===== src/hw/rtl/swsu_pkg.sv =====
`default_nettype none
// ----------------------------------------------------------------------------
// swsu_pkg
// Shared types and constants of the map search and update unit.
// ----------------------------------------------------------------------------
package swsu_pkg;

    // configuration register indexes (byte address / 4)
    localparam logic [2:0] REG_MAP_SIDE   = 3'd0;
    localparam logic [2:0] REG_VEC_LEN    = 3'd1;
    localparam logic [2:0] REG_RADIUS     = 3'd2;
    localparam logic [2:0] REG_LEARN_RATE = 3'd3;
    localparam logic [2:0] REG_LEARN_EN   = 3'd4;

    localparam logic ACT_WRITE   = 1'b0;
    localparam logic ACT_PRESENT = 1'b1;

    localparam int DIST_W = 37;
    localparam int BEST_RESET_W = 38;
    localparam logic [DIST_W-1:0] DIST_MAX = {DIST_W{1'b1}};

    typedef enum logic [1:0] {
        OP_NONE = 2'd0,
        OP_SCAN = 2'd1,
        OP_EMIT = 2'd2,
        OP_UPD  = 2'd3
    } t_op;

    typedef struct packed {
        logic wr_w;      // weight word write from the request
        logic ld_x;      // load one input component
        logic ld_last;   // final component, clear the component count
        t_op  op;        // datapath pass for the issued read
        logic clr_best;  // restart the minimum search
        logic first;     // first component of a unit
        logic last;      // last component of a unit
    } t_dp_cmd;

endpackage
`default_nettype wire


===== src/hw/rtl/swsu_ctrl.sv =====
`default_nettype none
// ----------------------------------------------------------------------------
// swsu_ctrl
// Sequencer: map scan, winner readout and neighbourhood update passes.
// ----------------------------------------------------------------------------
module swsu_ctrl import swsu_pkg::*; #(
    parameter int MAP_SIDE_MAX = 16,
    parameter int VECTOR_MAX   = 32,
    localparam int RW = $clog2(MAP_SIDE_MAX),
    localparam int KW = (VECTOR_MAX > 1) ? $clog2(VECTOR_MAX) : 1,
    localparam int AW = $clog2(MAP_SIDE_MAX * MAP_SIDE_MAX * VECTOR_MAX)
) (
    input  wire logic          i_clk,
    input  wire logic          i_rst_n,
    input  wire logic          i_start,
    input  wire logic          i_action,
    input  wire logic          i_last,
    input  wire logic [4:0]    i_map_side,
    input  wire logic [5:0]    i_vector_length,
    input  wire logic [3:0]    i_radius,
    input  wire logic          i_learn_enable,
    input  wire logic [RW-1:0] i_best_row,
    input  wire logic [RW-1:0] i_best_col,
    output logic               o_busy,
    output t_dp_cmd            o_cmd,
    output logic [RW-1:0]      o_row,
    output logic [RW-1:0]      o_col,
    output logic [KW-1:0]      o_k,
    output logic [AW-1:0]      o_rd_addr
);

    localparam int SW = $clog2(MAP_SIDE_MAX + 1);
    localparam int LW = $clog2(VECTOR_MAX + 1);
    localparam int BW = ((RW > 4) ? RW : 4) + 2;

    typedef enum logic [5:0] {
        ST_IDLE  = 6'b000001,
        ST_SCAN  = 6'b000010,
        ST_DRAIN = 6'b000100,
        ST_EMIT  = 6'b001000,
        ST_UPD   = 6'b010000,
        ST_FLUSH = 6'b100000
    } t_state;

    t_state        r_state, n_state;
    logic [RW-1:0] r_row, n_row, r_col, n_col;
    logic [KW-1:0] r_k, n_k;
    logic [RW-1:0] r_r1, n_r1, r_c0, n_c0, r_c1, n_c1;
    logic          r_wait, n_wait;

    logic [SW-1:0] side;
    logic [LW-1:0] len;
    logic          accept, k_end, col_end, row_end;
    logic [RW-1:0] row_max;
    logic [BW-1:0] b_br, b_bc, b_rad, b_smax, b_t;
    logic [RW-1:0] lo_r, lo_c, hi_r, hi_c;

    always_comb begin
        if (i_map_side == 5'd0) begin
            side = SW'(1);
        end else if (int'(i_map_side) > MAP_SIDE_MAX) begin
            side = SW'(MAP_SIDE_MAX);
        end else begin
            side = SW'(i_map_side);
        end
        if (i_vector_length == 6'd0) begin
            len = LW'(1);
        end else if (int'(i_vector_length) > VECTOR_MAX) begin
            len = LW'(VECTOR_MAX);
        end else begin
            len = LW'(i_vector_length);
        end
    end

    assign row_max = RW'(side - SW'(1));
    assign k_end   = (r_k == KW'(len - LW'(1)));

    // clipped neighbourhood around the winner
    always_comb begin
        b_br   = BW'(i_best_row);
        b_bc   = BW'(i_best_col);
        b_rad  = BW'(i_radius);
        b_smax = BW'(row_max);
        lo_r   = (b_br >= b_rad) ? RW'(b_br - b_rad) : '0;
        lo_c   = (b_bc >= b_rad) ? RW'(b_bc - b_rad) : '0;
        b_t    = b_br + b_rad;
        hi_r   = (b_t > b_smax) ? row_max : RW'(b_t);
        b_t    = b_bc + b_rad;
        hi_c   = (b_t > b_smax) ? row_max : RW'(b_t);
    end

    assign accept = i_start && !o_busy;
    assign o_busy = (r_state != ST_IDLE);

    always_comb begin
        col_end = (r_state == ST_UPD) ? (r_col == r_c1) : (r_col == row_max);
        row_end = (r_state == ST_UPD) ? (r_row == r_r1) : (r_row == row_max);
    end

    always_comb begin
        n_state = r_state;
        n_row   = r_row;
        n_col   = r_col;
        n_k     = r_k;
        n_r1    = r_r1;
        n_c0    = r_c0;
        n_c1    = r_c1;
        n_wait  = r_wait;
        o_cmd   = '0;
        o_cmd.op = OP_NONE;
        case (r_state)
            ST_IDLE: begin
                if (accept) begin
                    o_cmd.wr_w = (i_action == ACT_WRITE);
                    o_cmd.ld_x = (i_action == ACT_PRESENT);
                    if (i_action == ACT_PRESENT && i_last) begin
                        o_cmd.ld_last = 1'b1;
                        n_state = ST_SCAN;
                        n_row   = '0;
                        n_col   = '0;
                        n_k     = '0;
                    end
                end
            end
            ST_SCAN, ST_UPD: begin
                o_cmd.op       = (r_state == ST_SCAN) ? OP_SCAN : OP_UPD;
                o_cmd.clr_best = (r_state == ST_SCAN) && (r_row == '0)
                                 && (r_col == '0) && (r_k == '0);
                o_cmd.first    = (r_k == '0);
                o_cmd.last     = k_end;
                if (!k_end) begin
                    n_k = r_k + KW'(1);
                end else begin
                    n_k = '0;
                    if (!col_end) begin
                        n_col = r_col + RW'(1);
                    end else begin
                        n_col = (r_state == ST_UPD) ? r_c0 : '0;
                        if (!row_end) begin
                            n_row = r_row + RW'(1);
                        end else begin
                            n_state = (r_state == ST_SCAN) ? ST_DRAIN : ST_FLUSH;
                            n_wait  = 1'b0;
                        end
                    end
                end
            end
            ST_DRAIN, ST_FLUSH: begin
                // let the last pass leave the pipeline
                n_wait = 1'b1;
                if (r_wait) begin
                    n_state = (r_state == ST_DRAIN) ? ST_EMIT : ST_IDLE;
                    n_k     = '0;
                end
            end
            ST_EMIT: begin
                o_cmd.op    = OP_EMIT;
                o_cmd.first = (r_k == '0);
                o_cmd.last  = k_end;
                if (!k_end) begin
                    n_k = r_k + KW'(1);
                end else begin
                    n_k = '0;
                    if (i_learn_enable) begin
                        n_state = ST_UPD;
                        n_row   = lo_r;
                        n_col   = lo_c;
                        n_r1    = hi_r;
                        n_c0    = lo_c;
                        n_c1    = hi_c;
                    end else begin
                        n_state = ST_FLUSH;
                        n_wait  = 1'b0;
                    end
                end
            end
            default: begin
                n_state = ST_IDLE;
            end
        endcase
    end

    always_comb begin
        if (r_state == ST_EMIT) begin
            o_row = i_best_row;
            o_col = i_best_col;
        end else begin
            o_row = r_row;
            o_col = r_col;
        end
        o_k = r_k;
        o_rd_addr = AW'((int'(o_row) * MAP_SIDE_MAX + int'(o_col)) * VECTOR_MAX + int'(r_k));
    end

    always_ff @(posedge i_clk) begin
        if (!i_rst_n) begin
            r_state <= ST_IDLE;
            r_row   <= '0;
            r_col   <= '0;
            r_k     <= '0;
            r_wait  <= 1'b0;
        end else begin
            r_state <= n_state;
            r_row   <= n_row;
            r_col   <= n_col;
            r_k     <= n_k;
            r_wait  <= n_wait;
        end
    end

    always_ff @(posedge i_clk) begin
        r_r1 <= n_r1;
        r_c0 <= n_c0;
        r_c1 <= n_c1;
    end

`ifndef SYNTHESIS
    a_last_starts_scan: assert property (@(posedge i_clk) disable iff (!i_rst_n)
        (accept && i_action == ACT_PRESENT && i_last) |=> (r_state == ST_SCAN))
        else $error("last component did not start a scan");

    a_emit_after_drain: assert property (@(posedge i_clk) disable iff (!i_rst_n)
        (r_state == ST_EMIT && $past(r_state) != ST_EMIT) |-> $past(r_state) == ST_DRAIN)
        else $error("readout entered without draining the scan");

    a_k_in_range: assert property (@(posedge i_clk) disable iff (!i_rst_n)
        (r_state == ST_SCAN || r_state == ST_EMIT || r_state == ST_UPD)
        |-> (LW'(r_k) < len))
        else $error("component counter beyond vector length");

    a_upd_in_window: assert property (@(posedge i_clk) disable iff (!i_rst_n)
        (r_state == ST_UPD) |-> (r_row <= r_r1 && r_col >= r_c0 && r_col <= r_c1))
        else $error("update left the neighbourhood");
`endif

endmodule
`default_nettype wire


===== config.mk =====
export PLATFORM = sky130hd
export DESIGN_NAME = swsu_ctrl
export DESIGN_NICKNAME = d
export VERILOG_FILES = /design/src/hw/rtl/swsu_pkg.sv /design/src/hw/rtl/swsu_ctrl.sv
export SDC_FILE = /design/constraint.sdc
export NUM_CORES = 1
export LEC_CHECK = 0
export ABC_CLOCK_PERIOD_IN_PS = 5200
export BUFFER_PORTS_ARGS = -buffer_cell sky130_fd_sc_hd__buf_2
export CORE_MARGIN = 5
export CORE_UTILIZATION = 60
export CTS_BUF_LIST = sky130_fd_sc_hd__clkbuf_4 sky130_fd_sc_hd__clkbuf_8
export DETAILED_ROUTE_END_ITERATION = 12
export GPL_TIMING_DRIVEN = 0
export HOLD_SLACK_MARGIN = 0.02
export PLACE_DENSITY_LB_ADDON = 0.25
export SYNTH_ARGS = -nofsm -noshare
export SYNTH_HDL_FRONTEND = slang
export SYNTH_SLANG_ARGS = --single-unit
export TNS_END_PERCENT = 20

===== constraint.sdc =====
create_clock -name i_clk -period 5.2 [get_ports i_clk]
set_input_delay 0 -clock i_clk [delete_from_list [all_inputs] [get_ports i_clk]]
set_output_delay 0 -clock i_clk [all_outputs]
set_load 0.05 [all_outputs]

==> summary.txt <==
Status
  – Status: finished, final reports clean

Global route
  – Vias in the first global route: 3022
  – Largest net degree at the start of global routing: 13
  – First-pass GRT wire length: 13.8 mm
  – GRT overflow: 0
  – GRT Overall Usage: 0.235
  – Initial antenna violation count: 0

STA
  – Hold Fails Final Rpt: 0
  – Slew @ Worst Pin: 584 ps
  – RSZ-0062 raised after global routing: no
  – TNS Setup: 0 ps
  – Fin crit share: 0.610
  – Achievable Freq: 315 MHz
  – Final worst slack: 2030 ps
  – Worst Skew: 10.1 ps
  – Final setup violation count: 0
  – Minimum clock period: 3170 ps
  – Relative slew slack: 0.608
  – Final Max Tran Viols: 0

Detailed routing
  – DR pass1 iterations: 4
  – Via count: between 3000 and 4000
  – Number of DRC markers in iteration 0: 196
  – Via-to-Cell Ratio: around 5.8
  – Final ANT Viol Nets: 0
  – Final WL: 8.40 mm
  – Drt wl/cell: 15.2 um
  – Residual DRC: 0

Floorplan
  – Initial core utilization: 0.608
  – Row count: 27
  – Die height: ~84 um
  – Die area: roughly 0.007 mm2
  – Core area: 0.00544 mm2
  – IO Count: between 60 and 70
  – Die Width: 84.2 um

Clock tree
  – H-tree depth: 2
  – CTS Buf Count: 5
  – Buffer depth of the longest clock path: 2
  – Worst-Skew Late Latency: 290 ps
  – CTS tree: built
  – Post-CTS Setup Repair Bufs: 0
  – Clk pin slew, worst setup/hold paths: 80 ps
  – CTS Root Cell: clkbuf_8
  – TritonCTS Sinks: 32
  – Post-cts repair resize count: 0

Power and ir drop
  – Worst VDD drop: 252 uV
  – Static leakage power: 1.77 nW
  – Pwr per Cell Area: 287 mW/mm2

Critical path
  – Top delay family on crit path: simple AND/OR/NAND/NOR gates
  – Slowest CP cell: nor4_4
  – CP Data Arrival Time: 3340 ps
  – WS Path Type: flop to flop
  – Crit-path cells: buf_6 > or4_1 > nor2_1 > a21oi_1 > xnor2_1 > nor4_4 > a21oi_2 > a2111oi_0 > nor3_1
  – Worst path max stage delay: ~580 ps
  – Req. time, crit path: 5370 ps
  – Buf+Inv Stages, Crit Path: 1
  – Max FO, Critical Path: 10
  – CP startpoint kind: flop
  – Crit path capture type: flop

Yosys
  – Netlist Area Pre-Place: ~0.0033 mm2
  – Flops & latches, synth: 32
  – Mapped Cells: 409
  – Synthesized Nets: ~470
  – Syn Area/Cell: 8.09 um2
  – Cell taking the most area after synthesis: dfxtp_1
  – Yosys cell types: 60
  – Register area share after synthesis: 0.230
  – Top cells by area, synth: dfxtp_1, ha_1, edfxtp_1
  – Post-synth EDFFs: 12
  – Top cell type's share of synthesized area: 0.121
  – YS warnings: 0
  – Most used flip-flop cell after synthesis: dfxtp_1
  – Async SR Flop Fraction: 0

Cells and area
  – Most frequent cells in the layout: buf_2, nor2_1, inv_1, ha_1, nand2_1
  – Share of cells above drive strength 1: 0.219
  – Most common cell after layout, fill and taps aside: buf_2
  – Final Instance Area: 0.00380 mm2
  – Diodes inserted: 0
  – Layout net count: 544
  – Area grow syn2layout: 14.9%

Placement
  – Final GP Congestion: 0.988
  – Post-DP Area: 0.00371 mm2
  – Place WS: 2050 ps
  – Port Buffers: 62
  – DPL Wire Length: 6.72 mm

Hold path
  – HP Class: input port to flop

Flow run
  – Maxcap violations: 0
[flip-flops by register name (all words and copies together) (netlist names)]
| name | flops |
|---|---|
| o_k | 5 |
| r_state | 6 |
| r_c1 | 4 |
| r_col | 4 |
| r_row | 4 |
| r_r1 | 4 |
| r_c0 | 4 |
| r_wait | 1 |
[final timing paths]
check / slack, ps / depth (start not counted) / startpoint / endpoint
hold / removal: 30 / 3 / i_rst_n / r_state[5]
setup reg to reg: 2030 / 9 / r_state[5] / r_row[1]
setup / recovery: 2030 / 9 / r_state[5] / r_row[1]
hold reg to reg: 570 / 2 / r_c0[1] / r_col[1]
[power breakdown]
group	total (W)	internal, W	switching (W)	leakage [nW]
logic	0.000598	0.000213	0.000385	1.46
clock network	0.000189	0.0000908	0.0000981	0.0453
registers	0.000305	0.000282	0.0000229	0.270
[cell families after synthesis]
family	after synthesis	synth area share
simple gates	142	0.227
compound gates	98	0.200
buf+inv	62	0.0916
fa+ha+maj	36	0.145
flops	32	0.230
xor+xnor	30	0.0795
mux	9	0.0272
[layer usage]
layer	up-vias	share of wire	track usage
met3	19	0.059	0.0451
li1	1573	-	-
met4	0	0.027	0.0980
met2	118	0.49	0.406
met5	-	0	0
met1	1479	0.42	0.285
[metrics by stage]
| step | total power (W) | hold WS [ps] | util | std cells |
|---|---|---|---|---|
| 4_1_cts | 0.00108 | 26.6 | 0.699 | 552 |
| 3_5_place_dp | 0.000900 | 315 | 0.682 | 543 |
| 5_1_grt | 0.00116 | 31.6 | 0.699 | 552 |
| 6_report | 0.00109 | 25.6 | 0.699 | 552 |
| 3_3_place_gp | 0.000881 | 301 | 0.682 | 543 |
| 2_1_floorplan | 0.000769 | 139 | - | 409 |
[worst reg2reg max path: cells and delay by family (launching register included)]
family	cells	cell delay (ps)
simple gates	4	1700
xor+xnor	1	200
buf+inv	1	140
compound gates	3	690
flops	1	320
[cell usage after synthesis (2+ instances only)]
cell,number
a21oi_1,28
a21oi_2,2
o21ai_1,6
nor4_1,3
nor3_1,15
fa_1,4
nand2_1,29
nor2_1,39
a31oi_1,3
edfxtp_1,12
o22ai_1,2
or4_4,2
nand3_1,12
clkbuf_1,9
o21ai_0,21
xnor2_1,18
nor4_4,2
buf_2,5
and3_1,5
nand4_1,5
o21a_1,4
inv_1,32
nand2b_1,8
a41oi_1,4
a32oi_1,3
nor2b_1,9
dfxtp_1,20
a21o_1,8
o21bai_1,2
buf_6,2
ha_1,32
mux2i_1,9
buf_4,13
or3_1,4
xor2_1,12
[repair_timing]
item	CTS	global route
hold buffers	1	0
setup endpoints to repair	0	0
hold endpoints to repair	1	0
[cell type report]
class,instances,area (um2)
flip-flops and latches,32,761
plain buffers,29,179
clock inverters,3,13.8
inverters,33,124
multi-input cells,315,2240
fillers,457,1640
repair buffers,63,320
well taps,72,90.1
clock buffers,5,68.8
Power figures use the tool's default switching activity.
